## src/hw/rtl/acr_pkg.sv

```systemverilog
// acr_pkg: types, codes and constants shared by the ARP cache responder.
// No dependencies; imported by every module of the block.
`timescale 1ns / 1ps
package acr_pkg;

  localparam int unsigned CACHE_ENTRIES_DEF = 16;
  localparam int unsigned PENDING_SLOTS_DEF = 8;

  localparam int unsigned MAC_W  = 48;
  localparam int unsigned IP_W   = 32;
  localparam int unsigned SLOT_W = 3;
  localparam int unsigned IN_DATA_W  = 240;
  localparam int unsigned OUT_DATA_W = 88;
  localparam int unsigned CFG_IDX_W  = 1;

  localparam logic [CFG_IDX_W-1:0] REG_OWN_MAC = 1'd0;
  localparam logic [CFG_IDX_W-1:0] REG_OWN_IP  = 1'd1;

  localparam logic [15:0] PT_IPV4    = 16'h0800;
  localparam logic [15:0] PT_INVALID = 16'hFFFF;
  localparam logic [15:0] OP_REQUEST = 16'd1;
  localparam logic [15:0] OP_REPLY   = 16'd2;
  localparam logic [15:0] OP_MAX     = 16'd25;
  localparam logic [15:0] HW_ETH     = 16'd1;
  localparam logic [15:0] HW_GAP_LO  = 16'd39;
  localparam logic [15:0] HW_GAP_HI  = 16'd255;
  localparam logic [15:0] HW_TOP     = 16'd258;

  typedef enum logic [3:0] {
    ST_BAD_OPCODE   = 4'd0,
    ST_BAD_HWTYPE   = 4'd1,
    ST_BAD_PROTO    = 4'd2,
    ST_SHORT        = 4'd3,
    ST_NON_ETH      = 4'd4,
    ST_NON_IPV4_REQ = 4'd5,
    ST_REPLY_OTHER  = 4'd6,
    ST_LEARNED      = 4'd7,
    ST_REPLY_NEEDED = 4'd8,
    ST_REQ_OTHER    = 4'd9,
    ST_HIT          = 4'd10,
    ST_QUEUED       = 4'd11,
    ST_QUEUE_FULL   = 4'd12,
    ST_RELEASED     = 4'd13
  } status_e;

  typedef enum logic [1:0] {
    K_SIMPLE = 2'd0,
    K_LEARN  = 2'd1,
    K_LOOKUP = 2'd2
  } kind_e;

  typedef struct packed {
    kind_e             kind;
    status_e           status;
    logic [MAC_W-1:0]  mac;
    logic [IP_W-1:0]   ip;
  } cmd_t;

  typedef struct packed {
    status_e            status;
    logic [MAC_W-1:0]   mac;
    logic [IP_W-1:0]    ip;
    logic [SLOT_W-1:0]  slot;
    logic               req;
    logic               full;
  } res_t;

endpackage

```

## src/hw/rtl/acr_front.sv

```systemverilog
// acr_front: accepts input items, holds the config registers and classifies
// each packet or lookup into a command for the back end. Uses acr_pkg.
`timescale 1ns / 1ps
module acr_front import acr_pkg::*; (
  input  logic                  clk_i,
  input  logic                  rst_ni,
  input  logic                  cfg_valid_i,
  input  logic [CFG_IDX_W-1:0]  cfg_index_i,
  input  logic [MAC_W-1:0]      cfg_data_i,
  input  logic                  s_valid_i,
  input  logic                  s_op_i,
  input  logic [IN_DATA_W-1:0]  s_data_i,
  output logic                  s_ready_o,
  output logic                  push_o,
  output cmd_t                  cmd_o,
  input  logic                  q_ready_i
);

  logic [MAC_W-1:0] own_mac_q;
  logic [IP_W-1:0]  own_ip_q;

  always_ff @(posedge clk_i or negedge rst_ni) begin
    if (!rst_ni) begin
      own_mac_q <= '0;
      own_ip_q  <= '0;
    end else if (cfg_valid_i) begin
      if (cfg_index_i == REG_OWN_MAC) own_mac_q <= cfg_data_i;
      if (cfg_index_i == REG_OWN_IP)  own_ip_q  <= cfg_data_i[IP_W-1:0];
    end
  end

  logic [15:0]      op, hw, pt, len;
  logic [7:0]       hl, pl;
  logic [MAC_W-1:0] smac, tmac;
  logic [IP_W-1:0]  sip, tip;
  logic [10:0]      need_len;
  logic             emit;

  assign op   = s_data_i[15:0];
  assign hw   = s_data_i[31:16];
  assign pt   = s_data_i[47:32];
  assign hl   = s_data_i[55:48];
  assign pl   = s_data_i[63:56];
  assign len  = s_data_i[79:64];
  assign smac = s_data_i[127:80];
  assign sip  = s_data_i[159:128];
  assign tmac = s_data_i[207:160];
  assign tip  = s_data_i[239:208];
  assign need_len = 11'd8 + {2'b0, hl, 1'b0} + {2'b0, pl, 1'b0};

  always_comb begin
    emit        = 1'b1;
    cmd_o.kind   = K_SIMPLE;
    cmd_o.status = ST_BAD_OPCODE;
    cmd_o.mac    = '0;
    cmd_o.ip     = sip;
    if (s_op_i) begin
      cmd_o.kind = K_LOOKUP;
      cmd_o.ip   = tip;
    end else if (op < OP_REQUEST || op > OP_MAX) begin
      cmd_o.status = ST_BAD_OPCODE;
    end else if (hw < HW_ETH || (hw >= HW_GAP_LO && hw <= HW_GAP_HI) || hw >= HW_TOP) begin
      cmd_o.status = ST_BAD_HWTYPE;
    end else if (pt == PT_INVALID) begin
      cmd_o.status = ST_BAD_PROTO;
    end else if (len < {5'b0, need_len}) begin
      cmd_o.status = ST_SHORT;
    end else if (hw != HW_ETH) begin
      cmd_o.status = ST_NON_ETH;
    end else if (op == OP_REPLY) begin
      if (tmac != own_mac_q || pt != PT_IPV4) begin
        cmd_o.status = ST_REPLY_OTHER;
      end else begin
        cmd_o.kind = K_LEARN;
        cmd_o.mac  = smac;
      end
    end else if (op == OP_REQUEST) begin
      if (pt != PT_IPV4) begin
        cmd_o.status = ST_NON_IPV4_REQ;
      end else if (tip == own_ip_q) begin
        cmd_o.status = ST_REPLY_NEEDED;
        cmd_o.mac    = smac;
      end else begin
        cmd_o.status = ST_REQ_OTHER;
        cmd_o.ip     = tip;
      end
    end else begin
      // well-formed packet with an opcode we do not handle: no result
      emit = 1'b0;
    end
  end

  assign s_ready_o = q_ready_i;
  assign push_o    = s_valid_i && q_ready_i && emit;

endmodule

```

## src/hw/rtl/acr_queue.sv

```systemverilog
// acr_queue: two-entry command queue between front and back end.
// Uses acr_pkg for the command type.
`timescale 1ns / 1ps
module acr_queue import acr_pkg::*; (
  input  logic clk_i,
  input  logic rst_ni,
  input  logic push_i,
  input  cmd_t cmd_i,
  output logic ready_o,
  input  logic pop_i,
  output logic valid_o,
  output cmd_t cmd_o
);

  cmd_t       mem_q [2];
  logic       wr_q, rd_q;
  logic [1:0] cnt_q;

  always_ff @(posedge clk_i or negedge rst_ni) begin
    if (!rst_ni) begin
      wr_q  <= 1'b0;
      rd_q  <= 1'b0;
      cnt_q <= 2'd0;
    end else begin
      if (push_i) wr_q <= ~wr_q;
      if (pop_i)  rd_q <= ~rd_q;
      cnt_q <= cnt_q + {1'b0, push_i} - {1'b0, pop_i};
    end
  end

  always_ff @(posedge clk_i) begin
    if (push_i) mem_q[wr_q] <= cmd_i;
  end

  assign ready_o = cnt_q != 2'd2;
  assign valid_o = cnt_q != 2'd0;
  assign cmd_o   = mem_q[rd_q];

endmodule

```

## src/hw/rtl/acr_back.sv

```systemverilog
// acr_back: carries out commands: cache scan, learning, pending slot scan,
// claim and release, and drives the result register. Uses acr_pkg.
`timescale 1ns / 1ps
module acr_back import acr_pkg::*; #(
  parameter int unsigned CACHE_ENTRIES = CACHE_ENTRIES_DEF,
  parameter int unsigned PENDING_SLOTS = PENDING_SLOTS_DEF
) (
  input  logic clk_i,
  input  logic rst_ni,
  input  logic q_valid_i,
  input  cmd_t q_cmd_i,
  output logic pop_o,
  output logic m_valid_o,
  output res_t m_res_o,
  output logic m_last_o,
  input  logic m_ready_i
);

  localparam int unsigned CW = $clog2(CACHE_ENTRIES);
  localparam int unsigned PW = (PENDING_SLOTS > 1) ? $clog2(PENDING_SLOTS) : 1;
  localparam logic [CW-1:0] C_LAST = CW'(CACHE_ENTRIES - 1);
  localparam logic [PW-1:0] P_LAST = PW'(PENDING_SLOTS - 1);

  localparam logic [2:0] S_IDLE  = 3'd0;
  localparam logic [2:0] S_CRD   = 3'd1;
  localparam logic [2:0] S_CCMP  = 3'd2;
  localparam logic [2:0] S_LWR   = 3'd3;
  localparam logic [2:0] S_PRD   = 3'd4;
  localparam logic [2:0] S_PCMP  = 3'd5;
  localparam logic [2:0] S_CLAIM = 3'd6;
  localparam logic [2:0] S_FIN   = 3'd7;

  logic [2:0]          state_q, state_d;
  cmd_t                cmd_q, cmd_d;
  logic [CW-1:0]       cidx_q, cidx_d, cfree_q, cfree_d;
  logic                known_q, known_d, cff_q, cff_d;
  logic [PW-1:0]       pidx_q, pidx_d, pfree_q, pfree_d;
  logic                pend_q, pend_d, pff_q, pff_d;
  res_t                hold_q, hold_d;
  logic                hold_v_q, hold_v_d;
  res_t                out_q, out_d;
  logic                out_v_q, out_v_d, out_last_q, out_last_d;
  logic [CACHE_ENTRIES-1:0] cvalid_q, cvalid_d;
  logic [PENDING_SLOTS-1:0] pvalid_q, pvalid_d;

  // cache and pending address stores, registered reads
  logic [IP_W-1:0]  cache_ip  [CACHE_ENTRIES];
  logic [MAC_W-1:0] cache_mac [CACHE_ENTRIES];
  logic [IP_W-1:0]  pend_ip   [PENDING_SLOTS];
  logic [IP_W-1:0]  rd_cip_q, rd_pip_q;
  logic [MAC_W-1:0] rd_cmac_q;
  logic             c_we, p_we;

  always_ff @(posedge clk_i) begin
    if (c_we) begin
      cache_ip[cfree_q]  <= cmd_q.ip;
      cache_mac[cfree_q] <= cmd_q.mac;
    end
    rd_cip_q  <= cache_ip[cidx_q];
    rd_cmac_q <= cache_mac[cidx_q];
  end

  always_ff @(posedge clk_i) begin
    if (p_we) pend_ip[pfree_q] <= cmd_q.ip;
    rd_pip_q <= pend_ip[pidx_q];
  end

  logic             out_free, push;
  logic [IP_W-1:0]  c_ip;
  logic [MAC_W-1:0] c_mac;
  logic             c_hit, p_hit;

  // entry 0 is the broadcast binding, fixed from reset
  assign c_ip     = (cidx_q == '0) ? '1 : rd_cip_q;
  assign c_mac    = (cidx_q == '0) ? '1 : rd_cmac_q;
  assign c_hit    = cvalid_q[cidx_q] && (c_ip == cmd_q.ip);
  assign p_hit    = pvalid_q[pidx_q] && (rd_pip_q == cmd_q.ip);
  assign out_free = !out_v_q || m_ready_i;

  always_comb begin
    state_d    = state_q;
    cmd_d      = cmd_q;
    cidx_d     = cidx_q;
    cfree_d    = cfree_q;
    known_d    = known_q;
    cff_d      = cff_q;
    pidx_d     = pidx_q;
    pfree_d    = pfree_q;
    pend_d     = pend_q;
    pff_d      = pff_q;
    hold_d     = hold_q;
    hold_v_d   = hold_v_q;
    cvalid_d   = cvalid_q;
    pvalid_d   = pvalid_q;
    out_d      = out_q;
    out_last_d = out_last_q;
    push       = 1'b0;
    pop_o      = 1'b0;
    c_we       = 1'b0;
    p_we       = 1'b0;

    unique case (state_q)
      S_IDLE: begin
        if (q_valid_i) begin
          pop_o   = 1'b1;
          cmd_d   = q_cmd_i;
          cidx_d  = '0;
          known_d = 1'b0;
          cff_d   = 1'b0;
          pend_d  = 1'b0;
          pff_d   = 1'b0;
          if (q_cmd_i.kind == K_SIMPLE) begin
            hold_d   = '{status: q_cmd_i.status, mac: q_cmd_i.mac, ip: q_cmd_i.ip,
                         slot: '0, req: 1'b0, full: 1'b0};
            hold_v_d = 1'b1;
            state_d  = S_FIN;
          end else begin
            state_d = S_CRD;
          end
        end
      end
      S_CRD: state_d = S_CCMP;
      S_CCMP: begin
        if (cmd_q.kind == K_LOOKUP && c_hit) begin
          hold_d   = '{status: ST_HIT, mac: c_mac, ip: cmd_q.ip,
                       slot: '0, req: 1'b0, full: 1'b0};
          hold_v_d = 1'b1;
          state_d  = S_FIN;
        end else begin
          if (c_hit) begin
            known_d = 1'b1;
          end else if (!cvalid_q[cidx_q] && !cff_q) begin
            cff_d   = 1'b1;
            cfree_d = cidx_q;
          end
          if (cidx_q == C_LAST) begin
            pidx_d  = '0;
            state_d = (cmd_q.kind == K_LEARN) ? S_LWR : S_PRD;
          end else begin
            cidx_d  = cidx_q + 1'b1;
            state_d = S_CRD;
          end
        end
      end
      S_LWR: begin
        if (!known_q && cff_q) begin
          c_we               = 1'b1;
          cvalid_d[cfree_q]  = 1'b1;
        end
        hold_d   = '{status: ST_LEARNED, mac: cmd_q.mac, ip: cmd_q.ip,
                     slot: '0, req: 1'b0, full: !known_q && !cff_q};
        hold_v_d = 1'b1;
        state_d  = S_PRD;
      end
      S_PRD: state_d = S_PCMP;
      S_PCMP: begin
        if (cmd_q.kind == K_LEARN && p_hit) begin
          // earlier result leaves now, so only the final one carries last
          if (out_free) begin
            push             = 1'b1;
            out_d            = hold_q;
            out_last_d       = 1'b0;
            pvalid_d[pidx_q] = 1'b0;
            hold_d   = '{status: ST_RELEASED, mac: cmd_q.mac, ip: cmd_q.ip,
                         slot: SLOT_W'(pidx_q), req: 1'b0, full: 1'b0};
          end
        end else if (cmd_q.kind == K_LOOKUP) begin
          if (p_hit) begin
            pend_d = 1'b1;
          end else if (!pvalid_q[pidx_q] && !pff_q) begin
            pff_d   = 1'b1;
            pfree_d = pidx_q;
          end
        end
        if (!(cmd_q.kind == K_LEARN && p_hit && !out_free)) begin
          if (pidx_q == P_LAST) begin
            state_d = (cmd_q.kind == K_LEARN) ? S_FIN : S_CLAIM;
          end else begin
            pidx_d  = pidx_q + 1'b1;
            state_d = S_PRD;
          end
        end
      end
      S_CLAIM: begin
        if (pff_q) begin
          p_we              = 1'b1;
          pvalid_d[pfree_q] = 1'b1;
          hold_d = '{status: ST_QUEUED, mac: '0, ip: cmd_q.ip,
                     slot: SLOT_W'(pfree_q), req: !pend_q, full: 1'b0};
        end else begin
          hold_d = '{status: ST_QUEUE_FULL, mac: '0, ip: cmd_q.ip,
                     slot: '0, req: 1'b0, full: 1'b0};
        end
        hold_v_d = 1'b1;
        state_d  = S_FIN;
      end
      S_FIN: begin
        if (out_free) begin
          push       = 1'b1;
          out_d      = hold_q;
          out_last_d = 1'b1;
          hold_v_d   = 1'b0;
          state_d    = S_IDLE;
        end
      end
      default: state_d = S_IDLE;
    endcase

    if (push)           out_v_d = 1'b1;
    else if (m_ready_i) out_v_d = 1'b0;
    else                out_v_d = out_v_q;
  end

  always_ff @(posedge clk_i or negedge rst_ni) begin
    if (!rst_ni) begin
      state_q  <= S_IDLE;
      hold_v_q <= 1'b0;
      out_v_q  <= 1'b0;
      cvalid_q <= {{(CACHE_ENTRIES-1){1'b0}}, 1'b1};
      pvalid_q <= '0;
      cidx_q   <= '0;
      pidx_q   <= '0;
      known_q  <= 1'b0;
      cff_q    <= 1'b0;
      pend_q   <= 1'b0;
      pff_q    <= 1'b0;
    end else begin
      state_q  <= state_d;
      hold_v_q <= hold_v_d;
      out_v_q  <= out_v_d;
      cvalid_q <= cvalid_d;
      pvalid_q <= pvalid_d;
      cidx_q   <= cidx_d;
      pidx_q   <= pidx_d;
      known_q  <= known_d;
      cff_q    <= cff_d;
      pend_q   <= pend_d;
      pff_q    <= pff_d;
    end
  end

  always_ff @(posedge clk_i) begin
    cmd_q      <= cmd_d;
    cfree_q    <= cfree_d;
    pfree_q    <= pfree_d;
    hold_q     <= hold_d;
    out_q      <= out_d;
    out_last_q <= out_last_d;
  end

  assign m_valid_o = out_v_q;
  assign m_res_o   = out_q;
  assign m_last_o  = out_last_q;

  a_bcast_kept: assert property (@(posedge clk_i) disable iff (!rst_ni) cvalid_q[0])
    else $error("broadcast cache entry lost");
  a_fin_hold: assert property (@(posedge clk_i) disable iff (!rst_ni)
    state_q == S_FIN |-> hold_v_q)
    else $error("finishing without a held result");
  a_early_push: assert property (@(posedge clk_i) disable iff (!rst_ni)
    (push && state_q == S_PCMP) |-> cmd_q.kind == K_LEARN)
    else $error("early result outside a learn");
  a_claim_free: assert property (@(posedge clk_i) disable iff (!rst_ni)
    p_we |-> !pvalid_q[pfree_q])
    else $error("claiming a busy pending slot");

endmodule

```

## src/hw/rtl/arp_cache_responder_core.sv

```systemverilog
// arp_cache_responder_core: top level of the ARP cache and responder.
// Instantiates acr_front, acr_queue and acr_back; uses acr_pkg.
//
//  channel   | dir | handshake                     | payload
//  s_axis    | in  | s_axis_tvalid_i/tready_o      | tdata packet fields, tuser operation
//  m_axis    | out | m_axis_tvalid_o/tready_i      | tdata mac/ip/slot/flags, tuser status, tlast
//  cfg       | in  | cfg_valid_i/cfg_ready_o       | cfg_index_i, cfg_data_i
//
// A packet that needs no cache work goes from idle straight to the finish state; a
// lookup or a learning reply scans the cache entry by entry, a read state and then
// a compare state per entry, and then the pending slots in the same way, as set by
// the single-port scan of the cache and pending stores.
// Reset leaves only the broadcast entry valid; no clearing pass is needed.
// The front keeps accepting into a two-entry queue while the back end stalls, until the queue is full.
`timescale 1ns / 1ps
module arp_cache_responder_core import acr_pkg::*; #(
  parameter int unsigned CACHE_ENTRIES = CACHE_ENTRIES_DEF,
  parameter int unsigned PENDING_SLOTS = PENDING_SLOTS_DEF
) (
  input  logic                  clk_i,
  input  logic                  rst_ni,
  input  logic                  cfg_valid_i,
  output logic                  cfg_ready_o,
  input  logic [CFG_IDX_W-1:0]  cfg_index_i,
  input  logic [MAC_W-1:0]      cfg_data_i,
  input  logic                  s_axis_tvalid_i,
  output logic                  s_axis_tready_o,
  // arp_opcode, hw type, proto type, hw_addr_len, proto_addr_len,
  // packet_length, sender_mac, sender_ip, target_mac, target_ip
  input  logic [IN_DATA_W-1:0]  s_axis_tdata_i,
  input  logic                  s_axis_tuser_i,   // operation
  output logic                  m_axis_tvalid_o,
  input  logic                  m_axis_tready_i,
  // result_mac, result_ip, slot_index, send_request, cache_full, zero pad
  output logic [OUT_DATA_W-1:0] m_axis_tdata_o,
  output logic [3:0]            m_axis_tuser_o,   // status
  output logic                  m_axis_tlast_o
);

  logic push, q_ready, q_valid, pop;
  cmd_t push_cmd, q_cmd;
  res_t res;

  assign cfg_ready_o = 1'b1;

  acr_front u_front (
    .clk_i       (clk_i),
    .rst_ni      (rst_ni),
    .cfg_valid_i (cfg_valid_i),
    .cfg_index_i (cfg_index_i),
    .cfg_data_i  (cfg_data_i),
    .s_valid_i   (s_axis_tvalid_i),
    .s_op_i      (s_axis_tuser_i),
    .s_data_i    (s_axis_tdata_i),
    .s_ready_o   (s_axis_tready_o),
    .push_o      (push),
    .cmd_o       (push_cmd),
    .q_ready_i   (q_ready)
  );

  acr_queue u_queue (
    .clk_i   (clk_i),
    .rst_ni  (rst_ni),
    .push_i  (push),
    .cmd_i   (push_cmd),
    .ready_o (q_ready),
    .pop_i   (pop),
    .valid_o (q_valid),
    .cmd_o   (q_cmd)
  );

  acr_back #(
    .CACHE_ENTRIES (CACHE_ENTRIES),
    .PENDING_SLOTS (PENDING_SLOTS)
  ) u_back (
    .clk_i     (clk_i),
    .rst_ni    (rst_ni),
    .q_valid_i (q_valid),
    .q_cmd_i   (q_cmd),
    .pop_o     (pop),
    .m_valid_o (m_axis_tvalid_o),
    .m_res_o   (res),
    .m_last_o  (m_axis_tlast_o),
    .m_ready_i (m_axis_tready_i)
  );

  assign m_axis_tdata_o = {3'b0, res.full, res.req, res.slot, res.ip, res.mac};
  assign m_axis_tuser_o = res.status;

endmodule
```

## config.mk

```make
export PLATFORM = sky130hd
export DESIGN_NAME = arp_cache_responder_core
export DESIGN_NICKNAME = d
export VERILOG_FILES = /design/src/hw/rtl/acr_pkg.sv /design/src/hw/rtl/acr_front.sv /design/src/hw/rtl/acr_queue.sv /design/src/hw/rtl/acr_back.sv /design/src/hw/rtl/arp_cache_responder_core.sv
export SDC_FILE = /design/constraint.sdc
export NUM_CORES = 2
export LEC_CHECK = 0
export ABC_AREA = 1
export BUFFER_PORTS_ARGS = -buffer_cell sky130_fd_sc_hd__buf_2
export CAP_MARGIN = 20
export CORE_UTILIZATION = 29
export CTS_CLUSTER_SIZE = 24
export DETAILED_ROUTE_END_ITERATION = 10
export PLACE_DENSITY = 0.45
export REMOVE_ABC_BUFFERS = 1
export SLEW_MARGIN = 0
export SYNTH_ARGS = -nofsm -noshare
export SYNTH_HDL_FRONTEND = slang
export SYNTH_SLANG_ARGS = --single-unit
```

## constraint.sdc

```tcl
create_clock -name clk_i -period 8.5 [get_ports clk_i]
set_input_delay 0.425 -clock clk_i [delete_from_list [all_inputs] [get_ports clk_i]]
set_output_delay 0.425 -clock clk_i [all_outputs]
set_load 0.02 [all_outputs]
```

==> reports/results.ini <==
[power_and_ir_drop]
leakage_nw = 35.2
ir_drop_v = 0.000314
power.total_mw = 32.6
power_density_mw_per_mm2 = 320

[worst_hold_path]
hold_path_class = input port to flip-flop

[global_routing]
antenna_found_initial = 36
grt_pass1_vias = 54500
grtUsageTotal = 0.175
grt_pass1_wl_um = 386000
grt_overflow = 0
grt_max_degree = 201

[floorplan]
die_y_um = 547
die_w_um = 547
coreArea_mm2 = 0.294
ioPinCount = 391
initial_utilization = 0.292
dieArea_mm2 = 0.299
num_rows = 199

[setup_path]
path_class = flip-flop to flip-flop
crit_fanout = 113
cp_data_arrival_time_ns = 6.71
start_kind = flip-flop
cp.required_ns = 8.98
worst_setup_path_end_kind = flip-flop

[timing]
finalHoldViolations = 0
worst_pin_slew_ns = 1.16
slew_headroom = 0.224
fin_skew_ns = 0.0576
rsz0062_at_grt = no
fmax_ghz = 0.160
setup_viol = 0
finalCritPeriodShare = 0.734
tns_ns = 0
fin_crit_ns = 6.24
drv_slew = 0

[synthesis]
synth_edf_count = 1976
yosysMostFrequentCell = edfxtp_1
netlist_top_cells_area = edfxtp_1 69%, o21ai_0 5.1%, nand2_1 4.3%
netlist.top_cell.by_area = edfxtp_1
syn_avg_cell_area_um2 = 12.9
async_flop_share = 0.0556
synth_warnings = 0
syn_inst = 6643
synthesis.area_mm2 = 0.0860
yosysSeqAreaShare = 0.752
synth_seq_cells = 2211
synth_common_cells = 1976 x edfxtp_1, 982 x nand2_1, 879 x o21ai_0
synth_ff_type = edfxtp_1
synth_top_area_share = 0.690
yosysUniqueCellTypes = 56

[clock_network]
cts_made_buffers = 241
clk_latency_ns = 0.91
clk_path_buf_depth = 4
clkSlewWorstSetupHoldPaths_ns = 0.06
root_buffer = clkbuf_16
cts_tree = done
cts_max_level = 4
cts_num_sinks = 2211

[detailed_routing]
num_vias = 55200
wl_met1_um = 120000
drt_iter0_drc = 5002
wl_met2_um = 126000
remaining_drc_errors = 16
dr.pass1.iters = 8
wirelength_um = 268000
ant_nets = 0
vias_per_cell = 4.89
wl_met3_um = 15200
highest_layer = met5
wl_per_cell_um = 23.7

[place]
hpwlAfterDp_um = 146000
placed_cell_area_mm2 = 0.0925
numPortBuffers = 385
routabilityCongestion = 0.841

[run]
drv_cap = 0

[layout]
finalNetCount = 7474
drive_gt1_frac = 0.127
stdcell_area_mm2 = 0.102
areaGrowthSynthToFinish_pct = 18.5

[run_status]
status = complete, but fails checks
violations = DRC

[timing repair]
item                                   4_1_cts  5_1_grt
resized for setup                            0        0
hold buffers                               163        0
setup buffers                                0        0
endpoints found under the hold margin      325        0
[area by class of cell]
class	count	area, µm²
diodes	10	25.0
clock buffers	333	6630
clock inverters	117	1070
fillers	28900	192000
inverters	236	913
multi-input cells	3812	19100
flip-flops and latches	2211	64700
well taps	3919	4900
repair buffers	652	4540
[power breakdown]
group	total, mW	switching (mW)	leakage, nW	internal (mW)
Combinational	6.67	5.06	11.0	1.60
Clock	10.3	4.34	3.77	5.92
Sequential	15.7	1.34	20.4	14.4
[worst paths after layout]
kind | from | to | slack (ns) | cells after the start
worst max-delay path | u_back.cidx_q[1]$_DFFE_PN0P_ | u_back.hold_q[46]$_DFFE_PP_ | 2.26 | 13
worst min-delay path | s_axis_tdata_i[16] | u_queue.mem_q[0][84]$_DFFE_PP_ | 0.17 | 5
worst max register to register | u_back.cidx_q[1]$_DFFE_PN0P_ | u_back.hold_q[46]$_DFFE_PP_ | 2.26 | 13
worst min register to register | u_back.hold_q[48]$_DFFE_PP_ | u_back.m_res_o[48]$_DFFE_PP_ | 0.42 | 0
max in group asynchronous | rst_ni | u_back.cidx_q[1]$_DFFE_PN0P_ | 7.03 | 3
min in group asynchronous | rst_ni | u_front.own_mac_q[44]$_DFFE_PN0P_ | 0.19 | 2
[state kept, by name, summed over array words and instances, names as in the netlist, 4 cells and up]
register	count
u_back.rd_cmac_q	48
u_back.hold_q	89
u_back.cache_mac	768
u_front.own_ip_q	32
u_back.m_res_o	89
u_queue.mem_q	172
u_back.cfree_q	4
u_front.own_mac_q	48
u_back.rd_cip_q	32
u_back.pvalid_q	8
u_back.cache_ip	512
u_back.cmd_q	82
u_back.rd_pip_q	32
u_back.pend_ip	256
u_back.cvalid_q	16
u_back.cidx_q	4
[through the flow]
step,utilization,instances,setup WS [ns],hold slack [ns]
detailed placement,0.314,10700,2.13,0.405
global route,0.346,11300,1.93,0.148
finish,0.346,11300,2.26,0.168
CTS,0.346,11300,2.11,0.0919
global placement,0.314,10700,2.15,0.404
floorplan,-,6259,-21.02,0.129
[critical path, cell delays in order, from the launching register on]
cell	delay, ns
dfrtp_4	1.08
inv_8	0.50
ha_1	0.39
nand2_2	0.06
buf_4	0.48
nand3_1	0.15
nand2_1	0.27
nand2_1	0.08
nor2_1	0.09
nand2_1	0.06
nor2_1	0.37
nand4_1	0.40
a21oi_4	0.71
buf_4	0.87
[kinds of logic after synthesis]
| logic type | count (synthesis) | share of synthesized area |
|---|---|---|
| buffers and inverters | 622 | 0.0288 |
| muxes | 17 | 0.00221 |
| and+or+nand+nor | 2269 | 0.108 |
| DFF | 2211 | 0.752 |
| xor gates and xnor gates | 99 | 0.0101 |
| adders and majority gates | 25 | 0.00373 |
| AOI/OAI and AO/OA | 1398 | 0.0951 |
| other | 2 | 0.0000873 |
[layer usage]
layer  vias up  GRT usage
met3       401     0.0282
met2      1592      0.289
met5         -          0
met1     27900      0.239
li1      25200          -
met4        34     0.0431
[cells in the final DEF, fill, tap and decap left out, types with 118 or more instances in the layout]
cell type and n:
dfrtp_1 118, o21ai_0 879, nand2_1 980, edfxtp_1 1976, buf_2 384, dlygate4sd3_1 163, o221ai_1 129, nand3_1 325
nor2_1 798, o22ai_1 201, inv_1 222, clkbuf_16 243
No activity file was read; power rests on OpenSTA's default activity.
